<file path="src/rtl/tdtod_pkg.sv">
`timescale 1ns / 1ps

package tdtod_pkg;

    localparam int TICKS_PER_PERIOD_DEF = 15625;
    localparam int MS_PER_TICK_DEF      = 4;

    localparam int HOUR_W = 5;
    localparam int MIN_W  = 6;
    localparam int SEC_W  = 6;
    localparam int MS_W   = 32;
    localparam int CMD_W  = 2;

    localparam int HOUR_MOD = 24;
    localparam int MIN_MOD  = 60;
    localparam int SEC_MOD  = 60;
    localparam int SEC_STEP = 8;

    localparam logic [CMD_W-1:0] CMD_TICK = 2'd0;
    localparam logic [CMD_W-1:0] CMD_SET  = 2'd1;
    localparam logic [CMD_W-1:0] CMD_READ = 2'd2;

    typedef struct packed {
        logic [CMD_W-1:0]  command;
        logic [HOUR_W-1:0] set_hour;
        logic [MIN_W-1:0]  set_minute;
        logic [SEC_W-1:0]  set_second;
        logic [MS_W-1:0]   since_ms;
    } cmd_t;

    typedef struct packed {
        logic [HOUR_W-1:0] hour;
        logic [MIN_W-1:0]  minute;
        logic [SEC_W-1:0]  second;
        logic [MS_W-1:0]   ms_now;
        logic [MS_W-1:0]   elapsed_ms;
    } res_t;

    typedef struct packed {
        logic adv;
        logic load;
    } cell_ctrl_t;

endpackage

</file>
<file path="src/rtl/tdtod_cell.sv">
`timescale 1ns / 1ps

module tdtod_cell #(
    parameter int W       = 6,
    parameter int MODULUS = 60
) (
    input  logic                  clk,
    input  logic                  rst_n,
    input  tdtod_pkg::cell_ctrl_t ctrl,
    input  logic [W-1:0]          inc,
    input  logic [W-1:0]          load_val,
    output logic [W-1:0]          value,
    output logic                  carry
);

    localparam logic [W-1:0] MAX_VAL = W'(MODULUS - 1);
    localparam logic [W:0]   MOD_EXT = (W + 1)'(MODULUS);

    logic [W-1:0] value_reg;
    logic [W-1:0] value_next;
    logic [W:0]   sum;
    logic [W-1:0] wrapped;

    always_comb
    begin
        sum     = {1'b0, value_reg} + {1'b0, inc};
        carry   = 1'b0;
        wrapped = sum[W-1:0];
        if (sum >= MOD_EXT)
        begin
            carry   = 1'b1;
            wrapped = W'(sum - MOD_EXT);
        end

        value_next = value_reg;
        if (ctrl.load)
        begin
            value_next = (load_val > MAX_VAL) ? MAX_VAL : load_val;
        end
        else if (ctrl.adv)
        begin
            value_next = wrapped;
        end
        else
        begin
            carry = 1'b0;
        end
    end

    always_ff @(posedge clk or negedge rst_n)
    begin
        if (!rst_n)
        begin
            value_reg <= '0;
        end
        else
        begin
            value_reg <= value_next;
        end
    end

    assign value = value_next;

endmodule

</file>
<file path="src/rtl/tdtod_prescale.sv">
`timescale 1ns / 1ps

module tdtod_prescale #(
    parameter int TICKS_PER_PERIOD = tdtod_pkg::TICKS_PER_PERIOD_DEF
) (
    input  logic clk,
    input  logic rst_n,
    input  logic tick,
    output logic step
);

    localparam int PW = $clog2(TICKS_PER_PERIOD);
    localparam int Q  = TICKS_PER_PERIOD / 8;
    localparam int H  = TICKS_PER_PERIOD / 2;

    localparam logic [PW-1:0] LAST = PW'(TICKS_PER_PERIOD - 1);
    localparam logic [PW-1:0] P1   = PW'(Q);
    localparam logic [PW-1:0] P2   = PW'(2 * Q);
    localparam logic [PW-1:0] P3   = PW'(3 * Q);
    localparam logic [PW-1:0] P4   = PW'(4 * Q);
    localparam logic [PW-1:0] P5   = PW'(H + Q);
    localparam logic [PW-1:0] P6   = PW'(H + 2 * Q);
    localparam logic [PW-1:0] P7   = PW'(H + 3 * Q);

    logic [PW-1:0] count_reg;
    logic [PW-1:0] count_next;

    always_comb
    begin
        count_next = count_reg;
        if (tick)
        begin
            count_next = (count_reg == LAST) ? '0 : count_reg + PW'(1);
        end
        // eight 8 s steps per period
        step = tick && ((count_next == '0) || (count_next == P1) || (count_next == P2)
            || (count_next == P3) || (count_next == P4) || (count_next == P5)
            || (count_next == P6) || (count_next == P7));
    end

    always_ff @(posedge clk or negedge rst_n)
    begin
        if (!rst_n)
        begin
            count_reg <= '0;
        end
        else
        begin
            count_reg <= count_next;
        end
    end

endmodule

</file>
<file path="src/rtl/tick_driven_time_of_day_clock.sv">
`timescale 1ns / 1ps

// Time-of-day clock advanced by timer ticks.
// Command channel (cmd_valid / cmd_stall / cmd): each transaction is a tick,
// a set of hour/minute/second (out-of-range values clamp), or a read (any other code).
// A tick adds MS_PER_TICK to the millisecond count and steps a prescaler;
// at eight points per TICKS_PER_PERIOD ticks the clock gains 8 s, rippling
// through the second, minute and hour cells within the same cycle.
// Result channel (res_valid / res_stall / res): one transaction per command,
// giving the time after it, the millisecond count and the count minus
// since_ms.
// The result is registered and appears in the cycle after its command is taken;
// throughput is one command per cycle while results are not stalled, set by the
// single output register. A stalled result holds; cmd_stall is raised only
// while a result is held and stalled, so a new command is taken in the cycle the held result leaves.
// Reset clears the time, millisecond count, prescaler and result valid.

module tick_driven_time_of_day_clock #(
    parameter int TICKS_PER_PERIOD = tdtod_pkg::TICKS_PER_PERIOD_DEF,
    parameter int MS_PER_TICK      = tdtod_pkg::MS_PER_TICK_DEF
) (
    input  logic            clk,
    input  logic            rst_n,
    input  logic            cmd_valid,
    output logic            cmd_stall,
    input  tdtod_pkg::cmd_t cmd,
    output logic            res_valid,
    input  logic            res_stall,
    output tdtod_pkg::res_t res
);

    localparam int MS_W = tdtod_pkg::MS_W;

    logic                          accept;
    logic                          tick;
    logic                          step;
    tdtod_pkg::cell_ctrl_t         ctrl;
    logic [tdtod_pkg::SEC_W-1:0]   sec_val;
    logic [tdtod_pkg::MIN_W-1:0]   min_val;
    logic [tdtod_pkg::HOUR_W-1:0]  hour_val;
    logic                          sec_carry;
    logic                          min_carry;
    logic                          hour_carry;
    logic [MS_W-1:0]               millis_reg;
    logic [MS_W-1:0]               millis_next;
    logic                          res_valid_reg;
    logic                          res_valid_next;
    tdtod_pkg::res_t               res_reg;

    assign cmd_stall = res_valid_reg && res_stall;
    assign accept    = cmd_valid && !cmd_stall;

    always_comb
    begin
        tick      = 1'b0;
        ctrl.load = 1'b0;
        case (cmd.command)
            tdtod_pkg::CMD_TICK: tick      = accept;
            tdtod_pkg::CMD_SET:  ctrl.load = accept;
            tdtod_pkg::CMD_READ: ;
            default:             ;
        endcase
        ctrl.adv = step;
    end

    tdtod_prescale #(
        .TICKS_PER_PERIOD(TICKS_PER_PERIOD)
    ) u_prescale (
        .clk  (clk),
        .rst_n(rst_n),
        .tick (tick),
        .step (step)
    );

    tdtod_cell #(
        .W      (tdtod_pkg::SEC_W),
        .MODULUS(tdtod_pkg::SEC_MOD)
    ) u_sec (
        .clk     (clk),
        .rst_n   (rst_n),
        .ctrl    (ctrl),
        .inc     (tdtod_pkg::SEC_W'(tdtod_pkg::SEC_STEP)),
        .load_val(cmd.set_second),
        .value   (sec_val),
        .carry   (sec_carry)
    );

    tdtod_cell #(
        .W      (tdtod_pkg::MIN_W),
        .MODULUS(tdtod_pkg::MIN_MOD)
    ) u_min (
        .clk     (clk),
        .rst_n   (rst_n),
        .ctrl    (ctrl),
        .inc     ({{(tdtod_pkg::MIN_W - 1){1'b0}}, sec_carry}),
        .load_val(cmd.set_minute),
        .value   (min_val),
        .carry   (min_carry)
    );

    // hour carry-out wraps the day and goes nowhere
    tdtod_cell #(
        .W      (tdtod_pkg::HOUR_W),
        .MODULUS(tdtod_pkg::HOUR_MOD)
    ) u_hour (
        .clk     (clk),
        .rst_n   (rst_n),
        .ctrl    (ctrl),
        .inc     ({{(tdtod_pkg::HOUR_W - 1){1'b0}}, min_carry}),
        .load_val(cmd.set_hour),
        .value   (hour_val),
        .carry   (hour_carry)
    );

    always_comb
    begin
        millis_next    = tick ? millis_reg + MS_W'(MS_PER_TICK) : millis_reg;
        res_valid_next = accept || (res_valid_reg && res_stall) || (hour_carry && 1'b0);
    end

    always_ff @(posedge clk or negedge rst_n)
    begin
        if (!rst_n)
        begin
            millis_reg    <= '0;
            res_valid_reg <= 1'b0;
        end
        else
        begin
            millis_reg    <= millis_next;
            res_valid_reg <= res_valid_next;
        end
    end

    always_ff @(posedge clk)
    begin
        if (accept)
        begin
            res_reg.hour       <= hour_val;
            res_reg.minute     <= min_val;
            res_reg.second     <= sec_val;
            res_reg.ms_now     <= millis_next;
            res_reg.elapsed_ms <= millis_next - cmd.since_ms;
        end
    end

    assign res_valid = res_valid_reg;
    assign res       = res_reg;

endmodule

</file>
<file path="config.mk">
export PLATFORM = sky130hd
export DESIGN_NAME = tick_driven_time_of_day_clock
export DESIGN_NICKNAME = d
export VERILOG_FILES = /design/src/rtl/tdtod_pkg.sv /design/src/rtl/tdtod_cell.sv /design/src/rtl/tdtod_prescale.sv /design/src/rtl/tick_driven_time_of_day_clock.sv
export SDC_FILE = /design/constraint.sdc
export NUM_CORES = 1
export LEC_CHECK = 0
export BUFFER_PORTS_ARGS = -buffer_cell sky130_fd_sc_hd__clkbuf_2
export CORE_MARGIN = 2
export CORE_UTILIZATION = 57
export CTS_BUF_LIST = sky130_fd_sc_hd__clkbuf_4 sky130_fd_sc_hd__clkbuf_8 sky130_fd_sc_hd__clkbuf_16
export CTS_CLUSTER_DIAMETER = 150
export CTS_CLUSTER_SIZE = 24
export DETAILED_ROUTE_END_ITERATION = 10
export GPL_TIMING_DRIVEN = 0
export PLACE_DENSITY = 0.91
export SYNTH_ARGS = -nofsm -noshare
export SYNTH_HDL_FRONTEND = slang
export SYNTH_SLANG_ARGS = --single-unit
</file>
<file path="constraint.sdc">
create_clock -name clk -period 8.05 [get_ports clk]
set_input_delay 1.2075 -clock clk [delete_from_list [all_inputs] [get_ports clk]]
set_output_delay 1.2075 -clock clk [all_outputs]
set_load 0.03 [all_outputs]
</file>
# ---- Yosys cells after proc, flatten, opt, wreduce, memory -nomap -nowiden
# Index checks and enable logic that the tools add are counted.
dict set report word_totals {
  regBits 145
  in_bits 55
}
dict set report classes {
  mux 23
  n_reduce_logical 14
  eq_ne 9
  n_lt_le_gt_ge 6
  add_sub_neg 9
}
# operator count
set ops {}
lappend ops {{14-bit equality test (second input constant)} 4}
lappend ops {{6-bit 2-to-1 mux} 8}
lappend ops {{32-bit by 3-bit adder with 32-bit output (second input constant)} 1}
lappend ops {{32-bit 2-to-1 mux} 1}
lappend ops {{32-bit subtractor} 1}
lappend ops {{14-bit by 13-bit equality test with 1-bit output (second input constant)} 2}
lappend ops {{14-bit 2-to-1 mux} 2}
lappend ops {{5-bit 2-to-1 mux} 4}
lappend ops {{14-bit by 1-bit adder with 14-bit output (second input constant)} 1}
lappend ops {{14-bit by 11-bit equality test with 1-bit output (second input constant)} 1}
lappend ops {{14-bit by 12-bit equality test with 1-bit output (second input constant)} 1}
lappend ops {{7-bit by 6-bit greater-or-equal comparator with 1-bit output (second input constant)} 2}
lappend ops {{14-bit zero test} 1}
lappend ops {{6-bit > comparator (second input constant)} 2}
lappend ops {{6-bit subtractor (second input constant)} 2}
lappend ops {{1-bit logical OR} 8}
lappend ops {{1-bit 2-to-1 mux} 8}
lappend ops {{6-bit by 1-bit adder with 7-bit output} 1}
lappend ops {{6-bit by 4-bit adder with 7-bit output (second input constant)} 1}
lappend ops {{5-bit by 1-bit adder with 6-bit output} 1}
lappend ops {{6-bit by 5-bit greater-or-equal comparator with 1-bit output (second input constant)} 1}
lappend ops {{5-bit > comparator (second input constant)} 1}
lappend ops {{5-bit subtractor (second input constant)} 1}
lappend ops {{1-bit logical AND} 3}
lappend ops {{other kinds (3)} 3}

# ---- Longest topological paths before layout
# Gate-level depths: netlist (run 1).
dict set report depth {
  word_depth 26
  mapped_depth 34
  mapped_depth_nobuf 32
}

# ---- By module
# A second synthesis (run 1) with hierarchy kept.
dict set report unflattened {
  cells_unflattened 826
  hier_area_um2 8822.2
}
# mod area_each_um2 n_inst cells_per_inst
set modules_own_cells {}
lappend modules_own_cells {tick_driven_time_of_day_clock 5531.6 1 462}
lappend modules_own_cells {{tdtod_cell at u_min ...} 723.2 2 78}
lappend modules_own_cells {tdtod_prescale 1263.7 1 135}
lappend modules_own_cells {{tdtod_cell at u_hour} 580.6 1 73}

# ---- Least setup slack after synthesis (run 1)
# No wires, ideal clock.
dict set report synth_path {
  kind {input to register}
  from {in cmd_valid}
  to {reg res_reg, in the netlist res[79] (data pin)}
  setup_slack_ns -0.085
  arrival_time_ns 7.867
  path_buffers 2
  path_stages 31
  cell_sequence {a21bo_1 -> buf_6 -> inv_1 -> a311oi_1 -> a211oi_1 -> nor3_1 -> and4b_1 -> a22o_1 -> a32o_2 -> o21ai_2 -> buf_6 -> nand2_1 -> and2_1 -> ha_1 -> ha_1 -> xor2_1 -> ha_1 -> nor3b_1 -> o2bb2ai_1 -> a22oi_1 -> nor3_1 -> a21oi_1 -> a21oi_1 -> ha_1 -> ha_1 -> a21oi_1 -> nor2_1 -> xor2_1 -> o21ai_0 -> a21oi_1 -> nand3_1}
}
dict set report synth_between {
  elab_chain_len 24
  elab_cells_between_ends 33
  cone_classes {3 x add/sub; 2 x order compare; 7 x eq/ne; 11 x mux; 10 x reduce/logical}
}
# element line_no
set synth_rtl {}
lappend synth_rtl {{from (decl)} tick_driven_time_of_day_clock.sv:24} ;# input logic cmd_valid,
lappend synth_rtl {{1-bit logical AND (*)} tick_driven_time_of_day_clock.sv:51} ;# assign accept = cmd_valid && !cmd_stall;
lappend synth_rtl {{1-bit 2-to-1 mux} tick_driven_time_of_day_clock.sv:57} ;# case (cmd.command)
lappend synth_rtl {{14-bit 2-to-1 mux} tdtod_prescale.sv:31} ;# if (tick)
lappend synth_rtl {{14-bit by 11-bit equality test with 1-bit output / 14-bit zero test (equally long branches)} tdtod_prescale.sv:36} ;# step = tick && ((count_next == '0) || (count_next == P1) || (count_next == P2)
lappend synth_rtl {{1-bit logical OR (2 in a row)} tdtod_prescale.sv:36}
lappend synth_rtl {{1-bit logical OR (3 in a row)} tdtod_prescale.sv:37} ;# || (count_next == P3) || (count_next == P4) || (count_next == P5)
lappend synth_rtl {{1-bit logical OR (2 in a row)} tdtod_prescale.sv:38} ;# || (count_next == P6) || (count_next == P7));
lappend synth_rtl {{1-bit logical AND} tdtod_prescale.sv:36}
lappend synth_rtl {{(+5 left out)} --}
lappend synth_rtl {{1-bit 2-to-1 mux} tdtod_cell.sv:40} ;# else if (ctrl.adv)
lappend synth_rtl {{1-bit 2-to-1 mux} tdtod_cell.sv:36} ;# if (ctrl.load)
lappend synth_rtl {{5-bit by 1-bit adder with 6-bit output} tdtod_cell.sv:26} ;# sum = {1'b0, value_reg} + {1'b0, inc};
lappend synth_rtl {{5-bit subtractor / 6-bit by 5-bit greater-or-equal comparator with 1-bit output (equally long branches)} {tdtod_cell.sv:32, tdtod_cell.sv:29}}
lappend synth_rtl {{5-bit 2-to-1 mux} tdtod_cell.sv:29} ;# if (sum >= MOD_EXT)
lappend synth_rtl {{5-bit 2-to-1 mux} tdtod_cell.sv:40}
lappend synth_rtl {{5-bit 2-to-1 mux (*)} tdtod_cell.sv:36}
lappend synth_rtl {{net hour_val (one bit)} tick_driven_time_of_day_clock.sv:40} ;# logic [tdtod_pkg::HOUR_W-1:0] hour_val;
lappend synth_rtl {{to (decl)} tick_driven_time_of_day_clock.sv:48} ;# tdtod_pkg::res_t res_reg;
# The timed path passes the listed nets; every way through them passes the cells marked *.
# A chain may end at the register's enable or synchronous reset.

# ---- Worst setup path in the final report (run 1)
# Same ends and word-level chain as after synthesis.

==> key figures, run 1 <==
Floorplan
  • CORE AREA: 13,900 µm²
  • Boundary Pins: 138
  • Num rows: 43
  • Initial Util: 0.582
  • Die W: 123 µm
  • Die ar.: 15,100 µm²
  • Die Y: 123 µm

Detailed routing
  • First-pass detailed-route iteration total: 8
  • Routed vias/inst: 5.97
  • DRC viols: 0
  • Wire per inst: 17.6 µm
  • Final ANT Viol Nets: 0
  • Via count: 6,664
  • Initial DRC count: 516
  • Final WL: 19.7 mm

Setup path
  • R2R Path End: res[79]
  • Reg2reg path depth: 32
  • Setup crit end kind: flop
  • Worst endpoint required time: 8.18 ns
  • Biggest cell delay along the critical path: 0.48 ns
  • Flop-to-flop setup slack: 0.80 ns
  • CP arrival: 7.71 ns
  • Slowest cell on the critical path: or4_1
  • Critical Path Most Common Cell: ha_1
  • Reg-to-reg startpoint: u_prescale.count_reg[1]
  • Startpoint Class: input pin
  • Crit path kind: in -> reg
  • CP Max Fanout: 12

Layout
  • Net count reported at finish: 1,020
  • Share of cells above drive strength 1: 0.220
  • # fillers: 1,059
  • Layout area overhead: 19.5%
  • Area of the multi-input gates: 3790 µm²
  • Storage cell area: 3920 µm²
  • Commonest non-fill, non-tap cell in the layout: clkbuf_2
  • Non-Filler Instances: 1,117
  • Number of flip-flops in the largest register: 79
  • Most frequent cells in the layout: 136 x clkbuf_2, 79 x edfxtp_1, 66 x nand2_1
  • ANT cells: 0

GRT
  • Largest net degree at the start of global routing: 63
  • Total gr overflow: 0
  • Vias in the first global route: 6,524
  • Initial antenna violation count: 0
  • Total track usage: 0.270
  • First-pass GRT wire length: 31.5 mm

Placement
  • Placed insts: 1,083
  • Detail Placement HPWL: 14.0 mm
  • Setup WS pre-CTS: -0.316 ns
  • Port bufs: 135
  • Routability cong.: 0.947

Logic synthesis
  • Cell variety after synth: 82
  • Async S/R FF share, synth: 0.440
  • Top FF cell, synth: edfxtp_1
  • Synthesized cell area: 8080 µm²
  • Number of synthesized flops with an enable pin: 79
  • Cells after Synth: 766
  • Ys Warns: 0
  • Register area share after synthesis: 0.486
  • Avg Inst Size Synth: 10.5 µm²
  • Register bit count reported by yosys: 141

Clock network
  • Clk sinks: 141
  • CTS tree: built
  • Root Driver: clkbuf_16
  • Max clock buf depth: 2
  • Later-pin clock latency in the skew report: 0.43 ns
  • Hold Buf Count CTS: 0
  • Post-CTS sizing: 0
  • Htree depth: 4
  • Setup bufs post-CTS: 0
  • Clock-pin slew on the worst setup and hold paths: 0.06 ns
  • CTS buffer count: 17

Pwr
  • VDD IR max: 0.173 mV
  • PwrDens: 227 nW/µm²
  • Tot Pwr: 0.00220 W
  • Leakage: 4.41 nW

STA
  • Final hold vios: 0
  • RSZ-0062 raised after global routing: no
  • Final Skew: 0.00725 ns
  • Slew Viols, Final: 0
  • Worst-Margin Slew: 1.01 ns
  • Final Setup Violations: 0
  • Tmin final: 7.58 ns
  • Relative slew slack: 0.325
  • Hold WS: 0.512 ns
  • Final setup margin: 0.473 ns
  • Highest Clock Rate: 0.132 GHz
  • Final Cycle Share: 0.941

Worst hold path
  • Hold EP: millis_reg[31]
  • Worst Min Path Start: millis_reg[31]
  • HP Class: reg -> reg
  • Hold Path Stages: 1

Flow run
  • Max-Cap Viols: 0

Outcome
  • Status: finished, final reports clean
[worst max-delay path by stage]
stage / from / endpoint / cells after the start
floorplan: cmd_valid / res[79] / 31
global placement: cmd_valid / res[79] / 32
finish: cmd_valid / res[79] / 32
global route: cmd_valid / res[79] / 32
CTS: cmd_valid / res[79] / 32
detailed placement: cmd_valid / res[79] / 32
[worst max-delay path: cells and delay by family]
family,cells,cell delay [ns]
compound gates,13,2.27
buf+inv,3,0.45
fa+ha+maj,5,1.18
simple gates,9,2.09
xor+xnor,2,0.48
[cell families (layout without fill, tap and decap cells)]
logic type / after synthesis / count (layout) / share of synthesized area
XOR/XNOR: 77 / 77 / 0.0835
AND/OR/NAND/NOR: 253 / 253 / 0.171
other: 1 / 2 / 0.000464
buffers and inverters: 87 / 257 / 0.0458
flip-flops: 141 / 141 / 0.486
multiplexers: 7 / 7 / 0.00960
AO/OA/AOI/OAI: 159 / 159 / 0.140
adder cells (fa/ha/maj): 41 / 41 / 0.0635
[where the power goes]
| group | leakage (nW) | total (W) | internal, W | switching (W) |
|---|---|---|---|---|
| clock | 0.311 | 0.000833 | 0.000532 | 0.000301 |
| combinational | 2.55 | 0.000459 | 0.000164 | 0.000296 |
| sequential | 1.55 | 0.000903 | 0.000853 | 0.0000504 |
[metal layers]
layer	global-route usage	wire length (µm)
met5	0	0
met3	0.0489	1210
met1	0.349	8270
met4	0.129	707
met2	0.442	9530
[Yosys cell counts (all sizes together), types with 4 or more instances]
master / instances / area, µm²
clkbuf: 15 / 58.8
buf: 12 / 86.3
and3: 15 / 93.8
mux2i: 4 / 40.0
o31ai: 6 / 45.0
o2bb2ai: 5 / 43.8
and4: 5 / 43.8
o221a: 4 / 45.0
edfxtp: 79 / 2370
a21o: 18 / 135
nand2: 66 / 248
or4: 5 / 41.3
or2: 4 / 25.0
nor4b: 6 / 52.6
nor2: 47 / 176
nor4: 8 / 95.1
dfrtp: 62 / 1550
a211oi: 4 / 30.0
nand4: 23 / 144
nor2b: 5 / 31.3
ha: 41 / 513
and2: 10 / 62.6
nor3: 11 / 66.3
o21bai: 7 / 52.6
nand3: 25 / 125
o21ai: 24 / 124
nand2b: 7 / 43.8
o211ai: 8 / 60.1
a21oi: 39 / 195
xnor2: 51 / 447
o22a: 4 / 35.0
inv: 60 / 225
o21a: 4 / 30.0
xor2: 26 / 228
[cell type report]
| class | count | area share |
|---|---|---|
| clock inverters | 9 | 0.0137 |
| well taps | 180 | 0.0233 |
| flip-flops and latches | 141 | 0.406 |
| repair inverters | 2 | 0.00104 |
| multi-input cells | 539 | 0.392 |
| repair buffers | 136 | 0.0723 |
| inverters | 60 | 0.0237 |
| clock buffers | 23 | 0.0520 |
| plain buffers | 27 | 0.0150 |
[per-stage QoR]
| stage | utilization | cell area (µm²) | TNS [ns] |
|---|---|---|---|
| finish | 0.696 | 9650 | 0 |
| detailed placement | 0.649 | 9010 | -0.603 |
| CTS | 0.695 | 9640 | 0 |
| global route | 0.696 | 9650 | 0 |
| global placement | 0.647 | 8990 | -6.61 |
| floorplan | - | 8090 | 0 |
Power figures use the tool's default switching activity.
==> inputs of run 2 (changes only) <==
- clock period: 8.05 -> 7.2 ns (I/O delays scaled with it)
==> run 2 against run 1 <==
- worst hold slack worse by 0.0012 ns
- power is 9.8% higher
- sequential share of layout area is 0.26 points lower
- clock skew is 0.0049 ns higher
- largest power group unchanged
- critical endpoint unchanged
==> key figures, run 2 (same netlist as run 1, synthesis figures left out) <==
Outcome
  • Status: finished, final reports clean

Detailed routing
  • Final WL: 20.1 mm
  • Wire per inst: 18.0 µm
  • Initial DRC count: 475
  • Final ANT Viol Nets: 0
  • First-pass detailed-route iteration total: 6
  • Via count: 6,657
  • DRC viols: 0
  • Routed vias/inst: 5.94

Layout
  • Most frequent cells in the layout: 138 x clkbuf_2, 79 x edfxtp_1, 65 x nand2_1
  • # fillers: 999
  • Number of flip-flops in the largest register: 79
  • Share of cells above drive strength 1: 0.238
  • Post-route cell area: 9720 µm²
  • Net count reported at finish: 1,023
  • Post-Route Utilization: 0.700
  • Layout area overhead: 20.3%
  • Area of the multi-input gates: 3870 µm²
  • Non-Filler Instances: 1,120
  • Storage cell area: 3920 µm²
  • ANT cells: 0
  • Commonest non-fill, non-tap cell in the layout: clkbuf_2

Setup path
  • Biggest cell delay along the critical path: 0.48 ns
  • CP arrival: 7.04 ns
  • Worst endpoint required time: 7.35 ns
  • CP top delay family: compound AO/OA/AOI/OAI gates
  • CP Max Fanout: 12
  • Crit path kind: in -> reg
  • Slowest cell on the critical path: or4_1
  • Setup crit end kind: flop
  • Startpoint Class: input pin
  • CP bufs+invs: 3
  • Critical Path Most Common Cell: ha_1

Flow run
  • Max-Cap Viols: 0

STA
  • Final hold vios: 0
  • Final Skew: 0.0121 ns
  • Final Cycle Share: 0.957
  • Worst-Margin Slew: 1.01 ns
  • Tmin final: 6.89 ns
  • Relative slew slack: 0.321
  • Slew Viols, Final: 0
  • Final Setup Violations: 0
  • Hold WS: 0.511 ns
  • Highest Clock Rate: 0.145 GHz

GRT
  • Vias in the first global route: 6,456
  • Largest net degree at the start of global routing: 63
  • Initial antenna violation count: 0
  • Total track usage: 0.276
  • Total gr overflow: 0
  • First-pass GRT wire length: 32.0 mm

Clock network
  • CTS tree: built
  • Root Driver: clkbuf_16
  • CTS buffer count: 17
  • Later-pin clock latency in the skew report: 0.43 ns
  • Max clock buf depth: 2
  • Htree depth: 4
  • Clk sinks: 141
  • Clock-pin slew on the worst setup and hold paths: 0.06 ns
  • Hold Buf Count CTS: 0

Pwr
  • VDD IR max: 0.179 mV
  • Leakage: 4.44 nW
  • PwrDens: 248 nW/µm²

Placement
  • Placed instance area: 9020 µm²
  • Port bufs: 135
  • Routability cong.: 0.956
  • Detail Placement HPWL: 14.2 mm
  • Placed insts: 1,083

Floorplan
  • Die ar.: 15,100 µm²
  • Boundary Pins: 138
  • CORE AREA: 13,900 µm²
  • Die Y: 123 µm
  • Num rows: 43
  • Initial Util: 0.582
  • Die W: 123 µm

Worst hold path
  • HP Class: reg -> reg
## run 2: cell count changes in the layout (fill, tap and decap cells not counted), moves of 2 or more
cell | previous run | this run
clkinv_4 | 2 | 0
clkinv_2 | 1 | 3
clkinvlp_4 | 2 | 5
buf_4 | 3 | 6
clkbuf_1 | 13 | 11
clkbuf_8 | 5 | 2
clkbuf_4 | 2 | 4
clkbuf_2 | 136 | 138
## run 2: metal layers
metal	vias to the layer above	share of wire	track usage
met3	61	0.061	0.0595
met4	0	0.035	0.129
li1	3119	-	-
met1	3187	0.41	0.349
met5	-	0	0
met2	290	0.49	0.453
## run 2: repair_timing
item	4_1_cts	5_1_grt
gates resized for setup	3	14
buffers inserted	0	3
setup endpoints to repair	7	4
pin swaps	0	2
cloned	2	0
## run 2: cell type report
type | instances | area share
sequential | 141 | 0.404
multi-input combinational | 539 | 0.398
timing repair buffer | 139 | 0.0742
clock buffer | 22 | 0.0489
inverter | 60 | 0.0236
tap | 180 | 0.0232
buffer | 27 | 0.0152
clock inverter | 10 | 0.0117
timing repair inverter | 2 | 0.00103
## run 2: power by group
group	internal, W	total [W]	switching (W)	leakage, nW
logic	0.000191	0.000524	0.000334	2.61
clock network	0.000538	0.000875	0.000337	0.283
registers	0.000954	0.00101	0.0000582	1.55
## run 2: worst paths after layout
path / startpoint / endpoint / slack, ns / cells past startpoint
max in group asynchronous: rst_n / u_sec.value_reg[3] / 5.82 / 1
worst min-delay path: millis_reg[14] / millis_reg[14] / 0.51 / 1
worst max register to register: u_prescale.count_reg[1] / res[79] / 0.36 / 31
worst min register to register: millis_reg[14] / millis_reg[14] / 0.51 / 1
worst max-delay path: cmd_valid / res[79] / 0.31 / 31
min in group asynchronous: rst_n / millis_reg[2] / 0.80 / 1
## run 2: stage by stage
step / setup TNS (ns) / total power [W] / setup slack (ns)
6_report: 0 / 0.00241 / 0.306
2_1_floorplan: 0 / 0.00138 / 0.0325
4_1_cts: 0 / 0.00240 / 0.0469
3_5_place_dp: -4.02 / 0.00153 / -0.771
3_3_place_gp: -14.27 / 0.00151 / -1.52
5_1_grt: -0.0132 / 0.00251 / -0.0132
